**src/rtl/ifa_pkg.sv**
```systemverilog
// Shared types, constants and helper functions of the integer-to-ASCII formatter.
// Used by the front, queue, back and top-level modules; depends on nothing.
package ifa_pkg;

    localparam int VALUE_WIDTH  = 64;
    localparam int NUM_NIBBLES  = 16;
    localparam int DEC_WIDTH    = 32;
    localparam int DEC_DIGITS   = 10;
    localparam int BCD_WIDTH    = 4 * DEC_DIGITS;
    localparam int QUEUE_DEPTH  = 2;
    localparam int NIL_LENGTH   = 5;

    localparam logic [63:0] VALUE_MASK = {64{1'b1}} >> (64 - VALUE_WIDTH);

    localparam logic [7:0] CH_ZERO   = 8'h30;
    localparam logic [7:0] CH_X      = 8'h78;
    localparam logic [7:0] LOWER_OFS = 8'h57;
    localparam logic [7:0] UPPER_OFS = 8'h37;

    typedef enum logic [1:0] {
        OP_DEC  = 2'd0,
        OP_HEXL = 2'd1,
        OP_HEXU = 2'd2,
        OP_PTR  = 2'd3
    } t_op;

    typedef enum logic [1:0] {
        KIND_DEC,
        KIND_HEX,
        KIND_PTR,
        KIND_NIL
    } t_kind;

    typedef struct packed {
        t_kind       kind;
        logic        upper;
        logic [63:0] value;
    } t_cmd;

    typedef enum logic [2:0] {
        ST_IDLE,
        ST_DABBLE,
        ST_NORM,
        ST_PREFIX,
        ST_DIGITS,
        ST_NIL
    } t_state;

    function automatic logic [7:0] digit_char(input logic [3:0] d, input logic upper);
        logic [7:0] ofs;
        ofs = upper ? UPPER_OFS : LOWER_OFS;
        if (d < 4'd10) begin
            return CH_ZERO + {4'd0, d};
        end
        return ofs + {4'd0, d};
    endfunction

    function automatic logic [3:0] bcd_adjust(input logic [3:0] d);
        return (d >= 4'd5) ? d + 4'd3 : d;
    endfunction

    function automatic logic [7:0] nil_char(input logic [2:0] idx);
        logic [7:0] c;
        case (idx)
            3'd0:    c = 8'h28;
            3'd1:    c = 8'h6E;
            3'd2:    c = 8'h69;
            3'd3:    c = 8'h6C;
            default: c = 8'h29;
        endcase
        return c;
    endfunction

endpackage

```
**src/rtl/ifa_in_if.sv**
```systemverilog
// Input channel of the formatter: format selector and value with valid/ready.
// Depends on nothing.
interface ifa_in_if;
    logic        valid;
    logic        ready;
    logic [1:0]  operation;
    logic [63:0] value;

    modport source (output valid, output operation, output value, input ready);
    modport sink (input valid, input operation, input value, output ready);
endinterface

```
**src/rtl/ifa_out_if.sv**
```systemverilog
// Output channel of the formatter: one character per item with valid/ready.
// Depends on nothing.
interface ifa_out_if;
    logic       valid;
    logic       ready;
    logic [7:0] character;
    logic       last;
    logic [4:0] char_count;

    modport source (output valid, output character, output last, output char_count,
                    input ready);
    modport sink (input valid, input character, input last, input char_count,
                  output ready);
endinterface

```
**src/rtl/ifa_front.sv**
```systemverilog
// Front part: accepts input items and classifies them into formatter commands.
// Depends on ifa_pkg and ifa_in_if.
module ifa_front
    import ifa_pkg::*;
(
    ifa_in_if.sink  i_in,
    output logic    o_cmd_valid,
    output t_cmd    o_cmd,
    input  logic    i_cmd_ready
);

    logic [63:0] masked;

    assign masked      = i_in.value & VALUE_MASK;
    assign o_cmd_valid = i_in.valid;
    assign i_in.ready  = i_cmd_ready;

    always_comb begin
        o_cmd.upper = 1'b0;
        o_cmd.value = masked;
        case (t_op'(i_in.operation))
            OP_HEXL: begin
                o_cmd.kind = KIND_HEX;
            end
            OP_HEXU: begin
                o_cmd.kind  = KIND_HEX;
                o_cmd.upper = 1'b1;
            end
            OP_PTR: begin
                o_cmd.kind = (masked == 64'd0) ? KIND_NIL : KIND_PTR;
            end
            default: begin
                o_cmd.kind  = KIND_DEC;
                o_cmd.value = {32'd0, i_in.value[DEC_WIDTH-1:0]};
            end
        endcase
    end

endmodule

```
**src/rtl/ifa_queue.sv**
```systemverilog
// Two-entry command queue between the front and back parts.
// Depends on ifa_pkg.
module ifa_queue
    import ifa_pkg::*;
(
    input  logic i_clk,
    input  logic i_rst_n,
    input  logic i_push_valid,
    input  t_cmd i_push,
    output logic o_push_ready,
    output logic o_pop_valid,
    output t_cmd o_pop,
    input  logic i_pop_ready
);

    t_cmd       r_mem [QUEUE_DEPTH];
    logic       r_wr_ptr;
    logic       r_rd_ptr;
    logic [1:0] r_count;
    logic       push;
    logic       pop;

    assign o_push_ready = (r_count != 2'(QUEUE_DEPTH));
    assign o_pop_valid  = (r_count != 2'd0);
    assign o_pop        = r_mem[r_rd_ptr];
    assign push         = i_push_valid && o_push_ready;
    assign pop          = o_pop_valid && i_pop_ready;

    always_ff @(posedge i_clk) begin
        if (push) begin
            r_mem[r_wr_ptr] <= i_push;
        end
    end

    always_ff @(posedge i_clk) begin
        if (!i_rst_n) begin
            r_wr_ptr <= 1'b0;
            r_rd_ptr <= 1'b0;
            r_count  <= 2'd0;
        end else begin
            if (push) begin
                r_wr_ptr <= ~r_wr_ptr;
            end
            if (pop) begin
                r_rd_ptr <= ~r_rd_ptr;
            end
            case ({push, pop})
                2'b10:   r_count <= r_count + 2'd1;
                2'b01:   r_count <= r_count - 2'd1;
                default: r_count <= r_count;
            endcase
        end
    end

endmodule

```
**src/rtl/ifa_back.sv**
```systemverilog
// Back part: converts one command at a time to digits, or to "(nil)", and emits its characters in order.
// Decimal goes through a shift-and-add-3 converter; leading zeros are shifted out.
// Depends on ifa_pkg and ifa_out_if.
module ifa_back
    import ifa_pkg::*;
(
    input  logic      i_clk,
    input  logic      i_rst_n,
    input  logic      i_cmd_valid,
    input  t_cmd      i_cmd,
    output logic      o_cmd_ready,
    ifa_out_if.source o_out
);

    t_state      r_state, n_state;
    logic [63:0] r_sh, n_sh;
    logic [31:0] r_bin, n_bin;
    logic [4:0]  r_cnt, n_cnt;
    logic [4:0]  r_left, n_left;
    logic [4:0]  r_total, n_total;
    logic        r_ptr, n_ptr;
    logic        r_upper, n_upper;
    logic        r_out_valid, n_out_valid;
    logic [7:0]  r_char, n_char;
    logic        r_last, n_last;
    logic [4:0]  r_count, n_count;
    logic        out_free;
    logic [BCD_WIDTH-1:0] adj;

    assign out_free        = !r_out_valid || o_out.ready;
    assign o_cmd_ready     = (r_state == ST_IDLE);
    assign o_out.valid     = r_out_valid;
    assign o_out.character = r_char;
    assign o_out.last      = r_last;
    assign o_out.char_count = r_count;

    always_comb begin
        for (int i = 0; i < DEC_DIGITS; i++) begin
            adj[i*4 +: 4] = bcd_adjust(r_sh[64-BCD_WIDTH + i*4 +: 4]);
        end
    end

    always_comb begin
        n_state     = r_state;
        n_sh        = r_sh;
        n_bin       = r_bin;
        n_cnt       = r_cnt;
        n_left      = r_left;
        n_total     = r_total;
        n_ptr       = r_ptr;
        n_upper     = r_upper;
        n_out_valid = r_out_valid && !o_out.ready;
        n_char      = r_char;
        n_last      = r_last;
        n_count     = r_count;
        case (r_state)
            ST_IDLE: begin
                if (i_cmd_valid) begin
                    n_upper = i_cmd.upper;
                    n_ptr   = (i_cmd.kind == KIND_PTR);
                    n_cnt   = 5'd0;
                    n_left  = 5'(NUM_NIBBLES);
                    n_sh    = i_cmd.value;
                    n_bin   = i_cmd.value[DEC_WIDTH-1:0];
                    case (i_cmd.kind)
                        KIND_DEC: begin
                            n_sh    = 64'd0;
                            n_state = ST_DABBLE;
                        end
                        KIND_NIL: n_state = ST_NIL;
                        default:  n_state = ST_NORM;
                    endcase
                end
            end
            ST_DABBLE: begin
                n_sh  = {adj[BCD_WIDTH-2:0], r_bin[DEC_WIDTH-1], {(64-BCD_WIDTH){1'b0}}};
                n_bin = {r_bin[DEC_WIDTH-2:0], 1'b0};
                n_cnt = r_cnt + 5'd1;
                if (r_cnt == 5'(DEC_WIDTH - 1)) begin
                    n_left  = 5'(DEC_DIGITS);
                    n_state = ST_NORM;
                end
            end
            ST_NORM: begin
                if (r_sh[63:60] == 4'd0 && r_left > 5'd1) begin
                    n_sh   = {r_sh[59:0], 4'd0};
                    n_left = r_left - 5'd1;
                end else begin
                    n_total = r_left + (r_ptr ? 5'd2 : 5'd0);
                    n_cnt   = 5'd0;
                    n_state = r_ptr ? ST_PREFIX : ST_DIGITS;
                end
            end
            ST_PREFIX: begin
                if (out_free) begin
                    n_out_valid = 1'b1;
                    n_char      = r_cnt[0] ? CH_X : CH_ZERO;
                    n_last      = 1'b0;
                    n_count     = 5'd0;
                    n_cnt       = r_cnt + 5'd1;
                    if (r_cnt[0]) begin
                        n_state = ST_DIGITS;
                    end
                end
            end
            ST_DIGITS: begin
                if (out_free) begin
                    n_out_valid = 1'b1;
                    n_char      = digit_char(r_sh[63:60], r_upper);
                    n_last      = (r_left == 5'd1);
                    n_count     = (r_left == 5'd1) ? r_total : 5'd0;
                    n_sh        = {r_sh[59:0], 4'd0};
                    n_left      = r_left - 5'd1;
                    if (r_left == 5'd1) begin
                        n_state = ST_IDLE;
                    end
                end
            end
            ST_NIL: begin
                if (out_free) begin
                    n_out_valid = 1'b1;
                    n_char      = nil_char(r_cnt[2:0]);
                    n_last      = (r_cnt == 5'(NIL_LENGTH - 1));
                    n_count     = (r_cnt == 5'(NIL_LENGTH - 1)) ? 5'(NIL_LENGTH) : 5'd0;
                    n_cnt       = r_cnt + 5'd1;
                    if (r_cnt == 5'(NIL_LENGTH - 1)) begin
                        n_state = ST_IDLE;
                    end
                end
            end
            default: n_state = ST_IDLE;
        endcase
    end

    always_ff @(posedge i_clk) begin
        if (!i_rst_n) begin
            r_state     <= ST_IDLE;
            r_out_valid <= 1'b0;
        end else begin
            r_state     <= n_state;
            r_out_valid <= n_out_valid;
        end
    end

    always_ff @(posedge i_clk) begin
        r_sh    <= n_sh;
        r_bin   <= n_bin;
        r_cnt   <= n_cnt;
        r_left  <= n_left;
        r_total <= n_total;
        r_ptr   <= n_ptr;
        r_upper <= n_upper;
        r_char  <= n_char;
        r_last  <= n_last;
        r_count <= n_count;
    end

endmodule

```
**src/rtl/integer_to_ascii_formatter.sv**
```systemverilog
// Top level of the integer-to-ASCII formatter: front, command queue and back part.
// Depends on ifa_pkg, ifa_in_if, ifa_out_if, ifa_front, ifa_queue and ifa_back.
//
// Each input item prints one number as ASCII, one character per output item, most
// significant digit first, and the final character carries last and the total count.
// The front classifies an item in the cycle it is accepted and places it in a
// two-entry queue, so up to two further items are taken while one is being printed.
// The back part works on one item at a time. A decimal item first passes the
// bit-serial binary-to-BCD converter, then up to 9 leading zeros are shifted out,
// then one character per cycle is emitted. A hex or pointer item has up to 15 leading
// zero digits shifted out and then emits one character per cycle; "(nil)" is emitted
// the same way. The item is taken from the queue in the idle state, and the first
// digit is picked in the normalising state. A stalled output holds the back, so the
// rates above hold only while the output is free.
module integer_to_ascii_formatter
    import ifa_pkg::*;
(
    input  logic      i_clk,
    input  logic      i_rst_n,
    ifa_in_if.sink    i_in,
    ifa_out_if.source o_out
);

    logic cmd_valid;
    t_cmd cmd;
    logic cmd_ready;
    logic q_valid;
    t_cmd q_cmd;
    logic q_ready;

    ifa_front u_front (
        .i_in        (i_in),
        .o_cmd_valid (cmd_valid),
        .o_cmd       (cmd),
        .i_cmd_ready (cmd_ready)
    );

    ifa_queue u_queue (
        .i_clk        (i_clk),
        .i_rst_n      (i_rst_n),
        .i_push_valid (cmd_valid),
        .i_push       (cmd),
        .o_push_ready (cmd_ready),
        .o_pop_valid  (q_valid),
        .o_pop        (q_cmd),
        .i_pop_ready  (q_ready)
    );

    ifa_back u_back (
        .i_clk       (i_clk),
        .i_rst_n     (i_rst_n),
        .i_cmd_valid (q_valid),
        .i_cmd       (q_cmd),
        .o_cmd_ready (q_ready),
        .o_out       (o_out)
    );

endmodule

```
**src/flat_wrapper.sv**
```systemverilog
// flat-port wrapper written by rule: the top's interface ports become plain ports
module integer_to_ascii_formatter_flat import ifa_pkg::*;
  (i_clk, i_rst_n, i_in_valid, i_in_operation, i_in_value, i_in_ready, o_out_valid, o_out_character, o_out_last, o_out_char_count, o_out_ready);
  ifa_in_if i_in_i ();
  ifa_out_if o_out_i ();
  input  logic i_clk;
  input  logic i_rst_n;
  input wire logic [$bits(i_in_i.valid)-1:0] i_in_valid;
  input wire logic [$bits(i_in_i.operation)-1:0] i_in_operation;
  input wire logic [$bits(i_in_i.value)-1:0] i_in_value;
  output wire logic [$bits(i_in_i.ready)-1:0] i_in_ready;
  output wire logic [$bits(o_out_i.valid)-1:0] o_out_valid;
  output wire logic [$bits(o_out_i.character)-1:0] o_out_character;
  output wire logic [$bits(o_out_i.last)-1:0] o_out_last;
  output wire logic [$bits(o_out_i.char_count)-1:0] o_out_char_count;
  input wire logic [$bits(o_out_i.ready)-1:0] o_out_ready;
  assign i_in_i.valid = i_in_valid;
  assign i_in_i.operation = i_in_operation;
  assign i_in_i.value = i_in_value;
  assign i_in_ready = i_in_i.ready;
  assign o_out_valid = o_out_i.valid;
  assign o_out_character = o_out_i.character;
  assign o_out_last = o_out_i.last;
  assign o_out_char_count = o_out_i.char_count;
  assign o_out_i.ready = o_out_ready;
  integer_to_ascii_formatter u_core (.i_clk(i_clk), .i_rst_n(i_rst_n), .i_in(i_in_i), .o_out(o_out_i));
endmodule
```
**config.mk**
```make
export PLATFORM = sky130hd
export DESIGN_NAME = integer_to_ascii_formatter_flat
export DESIGN_NICKNAME = d
export VERILOG_FILES = /design/src/rtl/ifa_pkg.sv /design/src/rtl/ifa_in_if.sv /design/src/rtl/ifa_out_if.sv /design/src/rtl/ifa_front.sv /design/src/rtl/ifa_queue.sv /design/src/rtl/ifa_back.sv /design/src/rtl/integer_to_ascii_formatter.sv /design/src/flat_wrapper.sv
export SDC_FILE = /design/constraint.sdc
export NUM_CORES = 1
export LEC_CHECK = 0
export BUFFER_PORTS_ARGS = -buffer_cell sky130_fd_sc_hd__buf_4
export CORE_ASPECT_RATIO = 1.1
export CORE_MARGIN = 1
export CORE_UTILIZATION = 60
export CTS_CLUSTER_DIAMETER = 150
export DETAILED_ROUTE_END_ITERATION = 10
export GPL_TIMING_DRIVEN = 0
export PLACE_DENSITY = 0.78
export SYNTH_ARGS = -nofsm -noshare
export SYNTH_HDL_FRONTEND = slang
export SYNTH_SLANG_ARGS = --single-unit
```
**constraint.sdc**
```tcl
create_clock -name i_clk -period 13.8 [get_ports i_clk]
set_input_delay 2.07 -clock i_clk [delete_from_list [all_inputs] [get_ports i_clk]]
set_output_delay 2.07 -clock i_clk [all_outputs]
set_load 0.01 [all_outputs]
```
### After elaboration in Yosys (flattened, before gate mapping)

Memory sizes are Yosys's and may differ from the RTL's. A register that Yosys moved wholly into a read port is not among the register bits.
Cells that the tools add are included.

* memories: 1
* output and inout bits: 16
* logic and storage cells: 180
* memory bits (read-only): 0
* memory bits (writable): 134
* latch bits: 0
* input bits: 70
* register bits after elaboration: 135

Memories
* u_core.u_queue.r_mem: words 2, width 67, read ports 1, clocked after memory_dff 1, wr ports 1, RTL line ifa_queue.sv:16 `t_cmd r_mem [QUEUE_DEPTH];`

* multipliers: 0
* divide/modulo/power cells: 0
* bitwise operators: 3
* reduce and logical (&&, ||, !) cells: 30
* shifts and indexed selects: 0
* order comparisons: 12
* eq/ne operators: 30
* $add $sub $neg: 17
* mux-type cells: 72

Operators by type and width (number)
* two-way mux 64 bit: 5
* case mux 64 bit (4 select lines): 1
* zero test 64 bit: 1
* case mux 32 bit (2 select lines): 1
* two-way mux 5 bit: 11
* >= comparator 4 x 3 -> 1 bit (second input constant): 10
* two-way mux 8 bit: 5
* case mux 5 bit (4 select lines): 2
* adder 4 x 2 -> 4 bit (second input constant): 9
* two-way mux 3 bit: 12
* two-way mux 4 bit: 9
* two-way mux 32 bit: 1
* case mux 7 bit (4 select lines): 1
* case mux 8 bit (3 select lines): 1
* != test 2 bit (second input constant): 11
* case mux 3 bit (6 select lines): 1
* case mux 5 bit (3 select lines): 1
* two-way mux 1 bit: 14
* two-way mux 7 bit: 2
* == test 3 x 2 -> 1 bit (second input constant): 4
* AND reduction 4 bit: 3
* == test 2 bit (second input constant): 5
* AND reduction 9 bit: 1
* adder 7 x 4 -> 8 bit: 1
* other kinds (34): 52

### Logic depth before layout (Yosys ltp)

Gate-level depths: netlist of run 1.

* depth after elaboration: 7
* gate-level depth with buffers: 10
* gate-level depth less buffers: 8

### By module

From an unflattened synthesis of run 1, not the netlist that was laid out.

* cell total of the unflattened synthesis: 976
* area total of the unflattened synthesis: 12792.3 µm²

Modules (own cells, without submodules)
* ifa_back: area an instance 7049.3 µm², sequential area each 3863.7 µm², cells each 644, times used 1
* ifa_queue: area an instance 5056.1 µm², sequential area each 4124.0 µm², cells each 232, times used 1
* ifa_front: area an instance 686.9 µm², sequential area each 0.0 µm², cells each 100, times used 1

### Least setup slack after synthesis of run 1

OpenSTA, ideal clock, no wires.

* path kind: input to register
* start point: input port o_out_ready
* end point: register u_core.u_back.r_sh[0] (enable)
* path buffers: 0
* setup time: 0.508 ns
* setup slack: 7.640 ns
* stages on the path: 4
* arrival: 5.652 ns
* required time: 13.292 ns
* path through: and2b_2 o21ai_0 nand2b_1 a21oi_1

* cells in the longest elaborated chain, start to end: 3

Ends and longest elaborated chain
* start, declared: RTL line flat_wrapper.sv:16 `input wire logic [$bits(o_out_i.ready)-1:0] o_out_ready;`
* logical OR 1 bit: RTL line ifa_back.sv:30 `assign out_free = !r_out_valid || o_out.ready;`
* != test 2 bit (no line)
* AND reduction 4 bit (no line)
* end signal, assigned: RTL line ifa_back.sv:146 `r_sh <= n_sh;`
* end, declared: RTL line ifa_back.sv:16 `logic [63:0] r_sh, n_sh;`

Every way passes these cells.
A chain may end at the register's enable or synchronous reset.

==> results of run 1 <==
[registers in the layout, summed over array words and instances, names as in the netlist, named ones only]
name	count
u_core.u_back.r_total	5
u_core.u_back.r_state	3
u_core.u_back.o_out.char_count	5
u_core.u_queue.r_rd_ptr	1
u_core.u_back.r_ptr	1
u_core.u_back.r_bin	32
u_core.u_queue.r_wr_ptr	1
u_core.u_queue.r_mem	134
u_core.u_back.o_out.character	7
u_core.u_back.r_sh	64
u_core.u_back.r_upper	1
u_core.u_back.r_left	5
u_core.u_back.r_cnt	5
u_core.u_back.o_out.valid	1
u_core.u_queue.r_count	2
u_core.u_back.o_out.last	1
[per-stage QoR]
stage          cell area (sq um)   util  total power, W  hold slack, ns  cells
3_5_place_dp               13300  0.670         0.00288           0.502   1269
5_1_grt                    14300  0.715         0.00385           0.529   1316
6_report                   14300  0.715         0.00366           0.516   1316
2_1_floorplan              12200      -         0.00241           0.478    928
4_1_cts                    14300  0.715         0.00365           0.517   1316
3_3_place_gp               13200  0.661         0.00281           0.497   1263
[cell type report]
cell class                 count  share of cell area
multi-input combinational    577               0.276
timing repair buffer          89              0.0533
clock buffer                  31              0.0484
clock inverter                16              0.0157
tap                          252              0.0221
inverter                      36             0.00948
sequential                   269               0.560
buffer                        46              0.0146
[kinds of logic after synthesis]
kind of cell,Yosys count
AO/OA/AOI/OAI,182
XOR/XNOR,30
adder cells (fa/ha/maj),39
buffers and inverters,82
flip-flops,269
multiplexers,71
other,1
AND/OR/NAND/NOR,254
[layout by cell type, fill, tap and decap left out, types with 9 or more instances in the layout]
| cell type | n |
|---|---|
| clkbuf_16 | 27 |
| inv_1 | 35 |
| nor2_1 | 72 |
| a21oi_1 | 62 |
| buf_4 | 86 |
| nand2b_1 | 18 |
| nor4_1 | 17 |
| nand2_1 | 62 |
| ha_1 | 38 |
| nor3b_1 | 10 |
| clkbuf_1 | 26 |
| mux2i_1 | 70 |
| nor2b_1 | 33 |
| edfxtp_1 | 260 |
| buf_2 | 13 |
| o21ai_0 | 53 |
| xnor2_1 | 24 |
| dfxtp_1 | 9 |
| o221ai_1 | 21 |
[power by group through the flow]
stage	registers [W]	clock network, W	logic, W
floorplan	0.00148	0	0.000926
finish	0.00149	0.000762	0.00141
global route	0.00151	0.000799	0.00153
detailed placement	0.00149	0	0.00139
global placement	0.00153	0	0.00128
CTS	0.00148	0.000767	0.00140
[how the worst min path moves through the flow]
stage / to / slack (ns) / cells after the start
4_1_cts: u_core.u_back.o_out.char_count[3] / 0.52 / 1
2_1_floorplan: u_core.u_queue.r_count[1] / 0.48 / 2
3_3_place_gp: u_core.u_queue.r_count[1] / 0.50 / 2
3_5_place_dp: u_core.u_back.o_out.char_count[3] / 0.50 / 1
6_report: u_core.u_queue.r_count[1] / 0.52 / 2
5_1_grt: u_core.u_back.o_out.char_count[1] / 0.53 / 1
[tightest hold or removal path, delay by kind of cell, from the launching register on]
family          cells  cell delay [ns]
compound gates      2             0.14
flops               1             0.33
[metal layers]
| metal | vias to the layer above | track usage | wire [um] |
|---|---|---|---|
| met5 | - | 0 | 0 |
| met3 | 58 | 0.0369 | 1700 |
| met4 | 0 | 0.112 | 860 |
| li1 | 3684 | - | - |
| met2 | 334 | 0.465 | 14000 |
| met1 | 3881 | 0.332 | 10700 |
==> results by group, run 1 <==
Status
  • Outcome: finished with violations
  • Failing checks: DRC

STA
  • Final Max Tran Viols: 0
  • Max Clock Skew: 0.0151 ns
  • Slew @ Worst Pin: 1.13 ns
  • Fmax: 0.278 GHz
  • Min cycle time layout: 3.60 ns
  • Final Hold Fails: 0
  • Final WS setup: 10.20 ns
  • Fin crit share: 0.261
  • Headroom to the max-slew limit: 0.247
  • Final Setup Violations: 0
  • RSZ-0062 raised after global routing: false
  • Setup TNS: 0 ns

GRT
  • Via count of the first global-routing pass: 8008
  • Overall global routing resource usage: 0.265
  • Initial antenna violation count: 0
  • Largest net degree at the start of global routing: 49
  • First-pass GRT wire length: 42.6 mm
  • Total gr overflow: 0

Cells and area
  • Multi-input logic area: 0.00394 sq mm
  • Final Net Count: 1153
  • Area Overhead vs Synth: 16.5%
  • Layout fillers: 1339
  • Diodes inserted: 0
  • Layout cells sized above 1: 0.150
  • Reg area: 0.00799 sq mm

Synth
  • Synthesized area per cell: 13.2 sq um
  • Multiplexer share of the synthesized area: 0.0582
  • Adder-Cell Fraction of Synth Area: 0.0397
  • Sequential-to-total area share from yosys stat: 0.652
  • EDFF count, synth: 260
  • Post-synthesis cell type count: 52
  • Synth warnings: 0
  • Synth Area in Simple Gates: 0.104
  • Ys flop type: edfxtp_1
  • Xor and xnor area share after synthesis: 0.0215
  • Largest family of logic cells by synthesized area: simple AND/OR/NAND/NOR gates
  • Count leader, synth: edfxtp_1
  • Mapped Area: 0.0122 sq mm
  • Ranking of synthesized cells by area: edfxtp_1 64%, mux2i_1 5.7%, ha_1 3.9%
  • Post-synth top area share: 0.638
  • Post-synthesis register bit count: 269
  • Post-synth top cells: 260 x edfxtp_1, 73 x nor2_1, 70 x mux2i_1, 63 x a21oi_1, 62 x nand2_1
  • Mapped Cells: 928
  • Async SR Flop Fraction: 0
  • Synth Net Count: 1036
  • Synth Area in Compound Gates: 0.0958
  • Synth area leader: edfxtp_1

Pwr
  • Pwr per Cell Area: 257 mW/mm^2
  • Pint: 0.00232 W
  • Part of the power in registers: 0.406
  • Max rail drop VDD: 0.000209 V
  • Logic gate share of total power: 0.386
  • Clock share of power: 0.208
  • Switching Fraction: 0.367
  • Lkg Pwr: 5.16 nW
  • P_sw: 0.00134 W

Route
  • Via/cell ratio: 6.05
  • Total Routed Length: 27.3 mm
  • # DRC: 12
  • Wire per inst: 20.7 um
  • Via count: 7957
  • ANT nets after route: 0
  • Starting DRC count in detailed routing: 632
  • Pre-antenna DRT Iters: 8

Floorplanning
  • Die W: 138 um
  • Row cnt: 54
  • Starting Density: 0.614
  • Core area: 0.0199 sq mm
  • # IOs: 86
  • Die area: 0.0210 sq mm
  • Die Ht: 152 um

Worst setup path
  • Top delay family on crit path: buffers and inverters
  • WP buf/inv: 5
  • Worst R2R End: u_core.u_back.r_sh[59]
  • Slowest-stage cell, CP: clkbuf_1
  • Critical path peak fanout: 10
  • R2R depth: 9
  • Crit path to: u_core.u_back.r_sh[59]
  • CP Capture Type: flop
  • Arr. time, crit path: 3.83 ns
  • WP depth: 9
  • Max incr delay on CP: 0.61 ns
  • Worst Path Required: 14.03 ns
  • Worst path cell trace: clkbuf_1 > buf_2 > buf_2 > mux2i_1 > ha_1 > a211o_1 > buf_4 > clkbuf_1 > o221ai_1
  • Startpoint Class: flop
  • Setup CP Type: flop to flop
  • R2R setup slack: 10.20 ns

Place
  • DPL Wire Length: 18.7 mm
  • Place WS: 9.78 ns
  • PortBufs: 83
  • Final GP Congestion: 0.872

Clock tree
  • H-Tree Depth: 1
  • Skew-Pair Late Insertion Delay: 0.53 ns
  • Post-CTS setup repair buffer count: 0
  • Gates resized, CTS repair: 0
  • CTS max path bufs: 3
  • Clock Pin Slew Worst Setup and Hold Paths: 0.07 ns
  • Number of buffers created by CTS: 26
  • Hold bufs inserted after CTS: 0
  • TritonCTS clock tree: done
  • Clk sinks: 269
  • Root Driver: clkbuf_16

Worst hold path
  • Hold Startpoint: u_core.u_queue.r_count[1]
  • Min-delay worst type: flop to flop

Flow run
  • # Max-Cap Violations: 0
Power figures use the tool's default switching activity.
==> run 2: changes to the inputs <==
- ABC_AREA: not set -> 1
- CORE_UTILIZATION: 60 -> 55
- PLACE_DENSITY: 0.78 -> 0.75
- clock period: 13.8 -> 2.9 ns (I/O delays scaled with it)
==> results by group, run 2 <==
Status
  • Outcome: finished, final reports clean

Synth
  • Async SR Flop Fraction: 0 (unchanged)
  • Post-synth top area share: 0.622 (-0.0157)
  • Post-synthesis cell type count: 41 (-21%)
  • Synth warnings: 0 (unchanged)
  • Mapped Area: 0.0126 sq mm (+2.5%)
  • Post-synthesis register bit count: 269 (unchanged)
  • Synthesized area per cell: 11.5 sq um (-13%)
  • Mapped Cells: 1092 (+18%)
  • Sequential-to-total area share from yosys stat: 0.636 (-0.0161)
  • Ys flop type: edfxtp_1
  • Count leader, synth: edfxtp_1
  • Ranking of synthesized cells by area: edfxtp_1 62%, nand2_1 5.9%, mux2i_1 3.8%
  • Post-synth top cells: 260 x edfxtp_1, 198 x nand2_1, 116 x inv_1, 113 x nor2_1, 94 x o21ai_0
  • EDFF count, synth: 260 (unchanged)
  • Synth area leader: edfxtp_1
  • Synth Net Count: 1200 (+16%)

GRT
  • Total gr overflow: 0 (unchanged)
  • Initial antenna violation count: 0 (unchanged)
  • First-pass GRT wire length: 42.6 mm (about the same)
  • Via count of the first global-routing pass: 8325 (+4.0%)
  • Largest net degree at the start of global routing: 35 (-29%)
  • Overall global routing resource usage: 0.233 (-0.0319)

Worst setup path
  • R2R setup slack: 0.16 ns (-10.04 ns)
  • Arr. time, crit path: 3.08 ns (-0.75 ns)
  • Worst R2R End: u_core.u_back.r_sh[48]
  • Max incr delay on CP: 0.33 ns (-0.28 ns)
  • Setup CP Type: flop to flop
  • Cell mode on critical path: buf_2
  • Worst Path Required: 3.24 ns (-10.79 ns)
  • Critical path peak fanout: 10 (unchanged)
  • WP buf/inv: 4 (-1)
  • Top delay family on crit path: buffers and inverters
  • CP Capture Type: flop
  • Slowest-stage cell, CP: ha_1
  • Worst path cell trace: clkbuf_1 > buf_4 > buf_2 > o21ai_0 > ha_1 > nor2_8 > buf_2 > nand2_1 > o221ai_1
  • R2R depth: 9 (unchanged)
  • Startpoint Class: flop

STA
  • Final Setup Violations: 0 (unchanged)
  • RSZ-0062 raised after global routing: false
  • Fin crit share: 0.944 (+0.683)
  • Headroom to the max-slew limit: 0.228 (-0.0188)
  • Min cycle time layout: 2.74 ns (-0.864 ns)
  • Final Max Tran Viols: 0 (unchanged)
  • Final Hold Fails: 0 (unchanged)
  • Max Clock Skew: 0.0185 ns (+0.00340 ns)
  • Slew @ Worst Pin: 1.16 ns (+0.0282 ns)
  • Fmax: 0.365 GHz (+32%)

Pwr
  • Max rail drop VDD: 0.000606 V (+190%)
  • Pwr per Cell Area: 1130 mW/mm^2 (+340%)
  • Lkg Pwr: 5.75 nW (+12%)
  • Overall power: 0.0165 W (+350%)

Route
  • Pre-antenna DRT Iters: 5 (-3)
  • Total Routed Length: 26.7 mm (-2.0%)
  • # DRC: 0 (-12)
  • Via/cell ratio: 5.57 (-7.9%)
  • Via count: 8495 (+6.8%)
  • Wire per inst: 17.5 um (-16%)
  • Starting DRC count in detailed routing: 670 (+6.0%)
  • ANT nets after route: 0 (unchanged)

Cells and area
  • Biggest regs: u_core.u_queue.r_mem: 134 flops, u_core.u_back.r_sh: 64 flops, u_core.u_back.r_bin: 32 flops
  • Area Overhead vs Synth: 16.5% (about the same)
  • Most frequent cells in the layout: 260 x edfxtp_1, 198 x nand2_1, 116 x inv_1, 110 x nor2_1, 93 x o21ai_0
  • Diodes inserted: 0 (unchanged)
  • Max reg flops: 134 (unchanged)
  • Commonest non-fill, non-tap cell in the layout: edfxtp_1
  • Layout fillers: 1699 (+27%)
  • Final Net Count: 1320 (+14%)
  • Layout cells sized above 1: 0.171 (+0.0210)
  • Multi-input logic area: 0.00396 sq mm (+0.41%)
  • Non-Filler Instances: 1526 (+16%)
  • Final Cell Area: 0.0146 sq mm (+2.6%)
  • Reg area: 0.00799 sq mm (unchanged)
  • Reg with most FFs: u_core.u_queue.r_mem

Place
  • Placed Cells: 1478 (+16%)
  • Placed Area: 0.0137 sq mm (+3.0%)
  • DPL Wire Length: 18.7 mm (-0.19%)
  • PortBufs: 84 (+1.2%)
  • Final GP Congestion: 0.879 (+0.75%)

Clock tree
  • Number of buffers created by CTS: 27 (+3.8%)
  • Clk sinks: 269 (unchanged)
  • H-Tree Depth: 1 (unchanged)
  • Post-CTS setup repair buffer count: 0 (unchanged)
  • Gates resized, CTS repair: 0 (unchanged)
  • Root Driver: clkbuf_16
  • Hold bufs inserted after CTS: 0 (unchanged)
  • Skew-Pair Late Insertion Delay: 0.54 ns (about the same)
  • CTS max path bufs: 3 (unchanged)
  • Clock Pin Slew Worst Setup and Hold Paths: 0.06 ns (about the same)
  • TritonCTS clock tree: done

Flow run
  • # Max-Cap Violations: 0 (unchanged)

Worst hold path
  • Worst Hold Path EP: u_core.u_queue.r_mem[0][21]
  • Hold path cells: 1 (-1)
  • Min-delay worst type: input port to flop
  • Hold Startpoint: i_in_value[21]

Floorplanning
  • Die Ht: 160 um (+5.7%)
  • Die W: 146 um (+5.7%)
  • Die area: 0.0234 sq mm (+12%)
  • Core area: 0.0223 sq mm (+12%)
  • # IOs: 86 (unchanged)
  • Starting Density: 0.564 (-0.0501)
  • Row cnt: 57 (+5.6%)
[run 2: cell types whose count changed in the layout (fill, tap and decap cells not counted), moves of 24 or more]
| cell | change |
|---|---|
| inv_1 | +81 |
| nand2_1 | +136 |
| nor2_1 | +38 |
| xnor2_1 | -24 |
| nor2b_1 | -33 |
| nand3_1 | +33 |
| o21ai_0 | +40 |
| a21oi_1 | -29 |
[run 2: logic make-up after synthesis]
group,synth area share
xor gates and xnor gates,0.00837
and+or+nand+nor,0.125
adders and majority gates,0.0379
DFF,0.636
other,0.000299
buffers and inverters,0.0512
muxes,0.0535
AOI/OAI and AO/OA,0.0872
[run 2: report_power, final]
part | internal (W) | total, W | leakage (nW) | switching (W)
Clock | 0.00202 | 0.00345 | 0.428 | 0.00143
Combinational | 0.00215 | 0.00612 | 2.75 | 0.00397
Sequential | 0.00630 | 0.00695 | 2.57 | 0.000658
Total | 0.0105 | 0.0165 | 5.75 | 0.00606
[run 2: metrics by stage]
stage / hold slack (ns) / TNS [ns] / util / worst slack [ns]
finish: 0.0892 / 0 / 0.657 / 0.161
global route: 0.0784 / 0 / 0.657 / 0.0106
CTS: 0.0783 / 0 / 0.657 / 0.0400
detailed placement: 0.456 / 0 / 0.618 / 0.0819
global placement: 0.433 / -165.37 / 0.610 / -1.02
floorplan: 0.425 / 0 / - / 0.0425
[run 2: cell type report]
class	instances	share of cell area
plain buffers	35	0.0131
clock buffers	32	0.0488
clock inverters	16	0.0110
inverters	121	0.0311
multi-input cells	667	0.270
flip-flops and latches	269	0.546
well taps	295	0.0252
repair buffers	91	0.0542
[run 2: worst max path at each step]
stage / slack (ns) / startpoint / cells after the start / end
floorplan: 0.04 / u_core.u_queue.r_count[0] / 4 / u_core.u_queue.r_mem[1][0]
global placement: -1.02 / u_core.u_queue.r_count[0] / 4 / u_core.u_queue.r_mem[1][42]
CTS: 0.04 / flop / 11 / u_core.u_back.r_sh[53]
detailed placement: 0.08 / flop / 11 / u_core.u_back.r_sh[34]
global route: 0.01 / flop / 11 / u_core.u_back.r_sh[42]
finish: 0.16 / flop / 9 / u_core.u_back.r_sh[48]
[run 2: worst register-to-register path, cell delays in order, from the launching register on]
cell      delay (ns)
dfxtp_1         0.30
clkbuf_1        0.27
buf_4           0.31
buf_2           0.33
o21ai_0         0.25
ha_1            0.33
nor2_8          0.23
buf_2           0.33
nand2_1         0.09
o221ai_1        0.10
[run 2: routing by layer]
metal / vias to the layer above / share of wire / GRT usage
li1: 4051 / - / -
met1: 4089 / 0.41 / 0.304
met2: 298 / 0.50 / 0.408
met3: 57 / 0.063 / 0.0267
met4: 0 / 0.027 / 0.0762
met5: - / 0 / 0
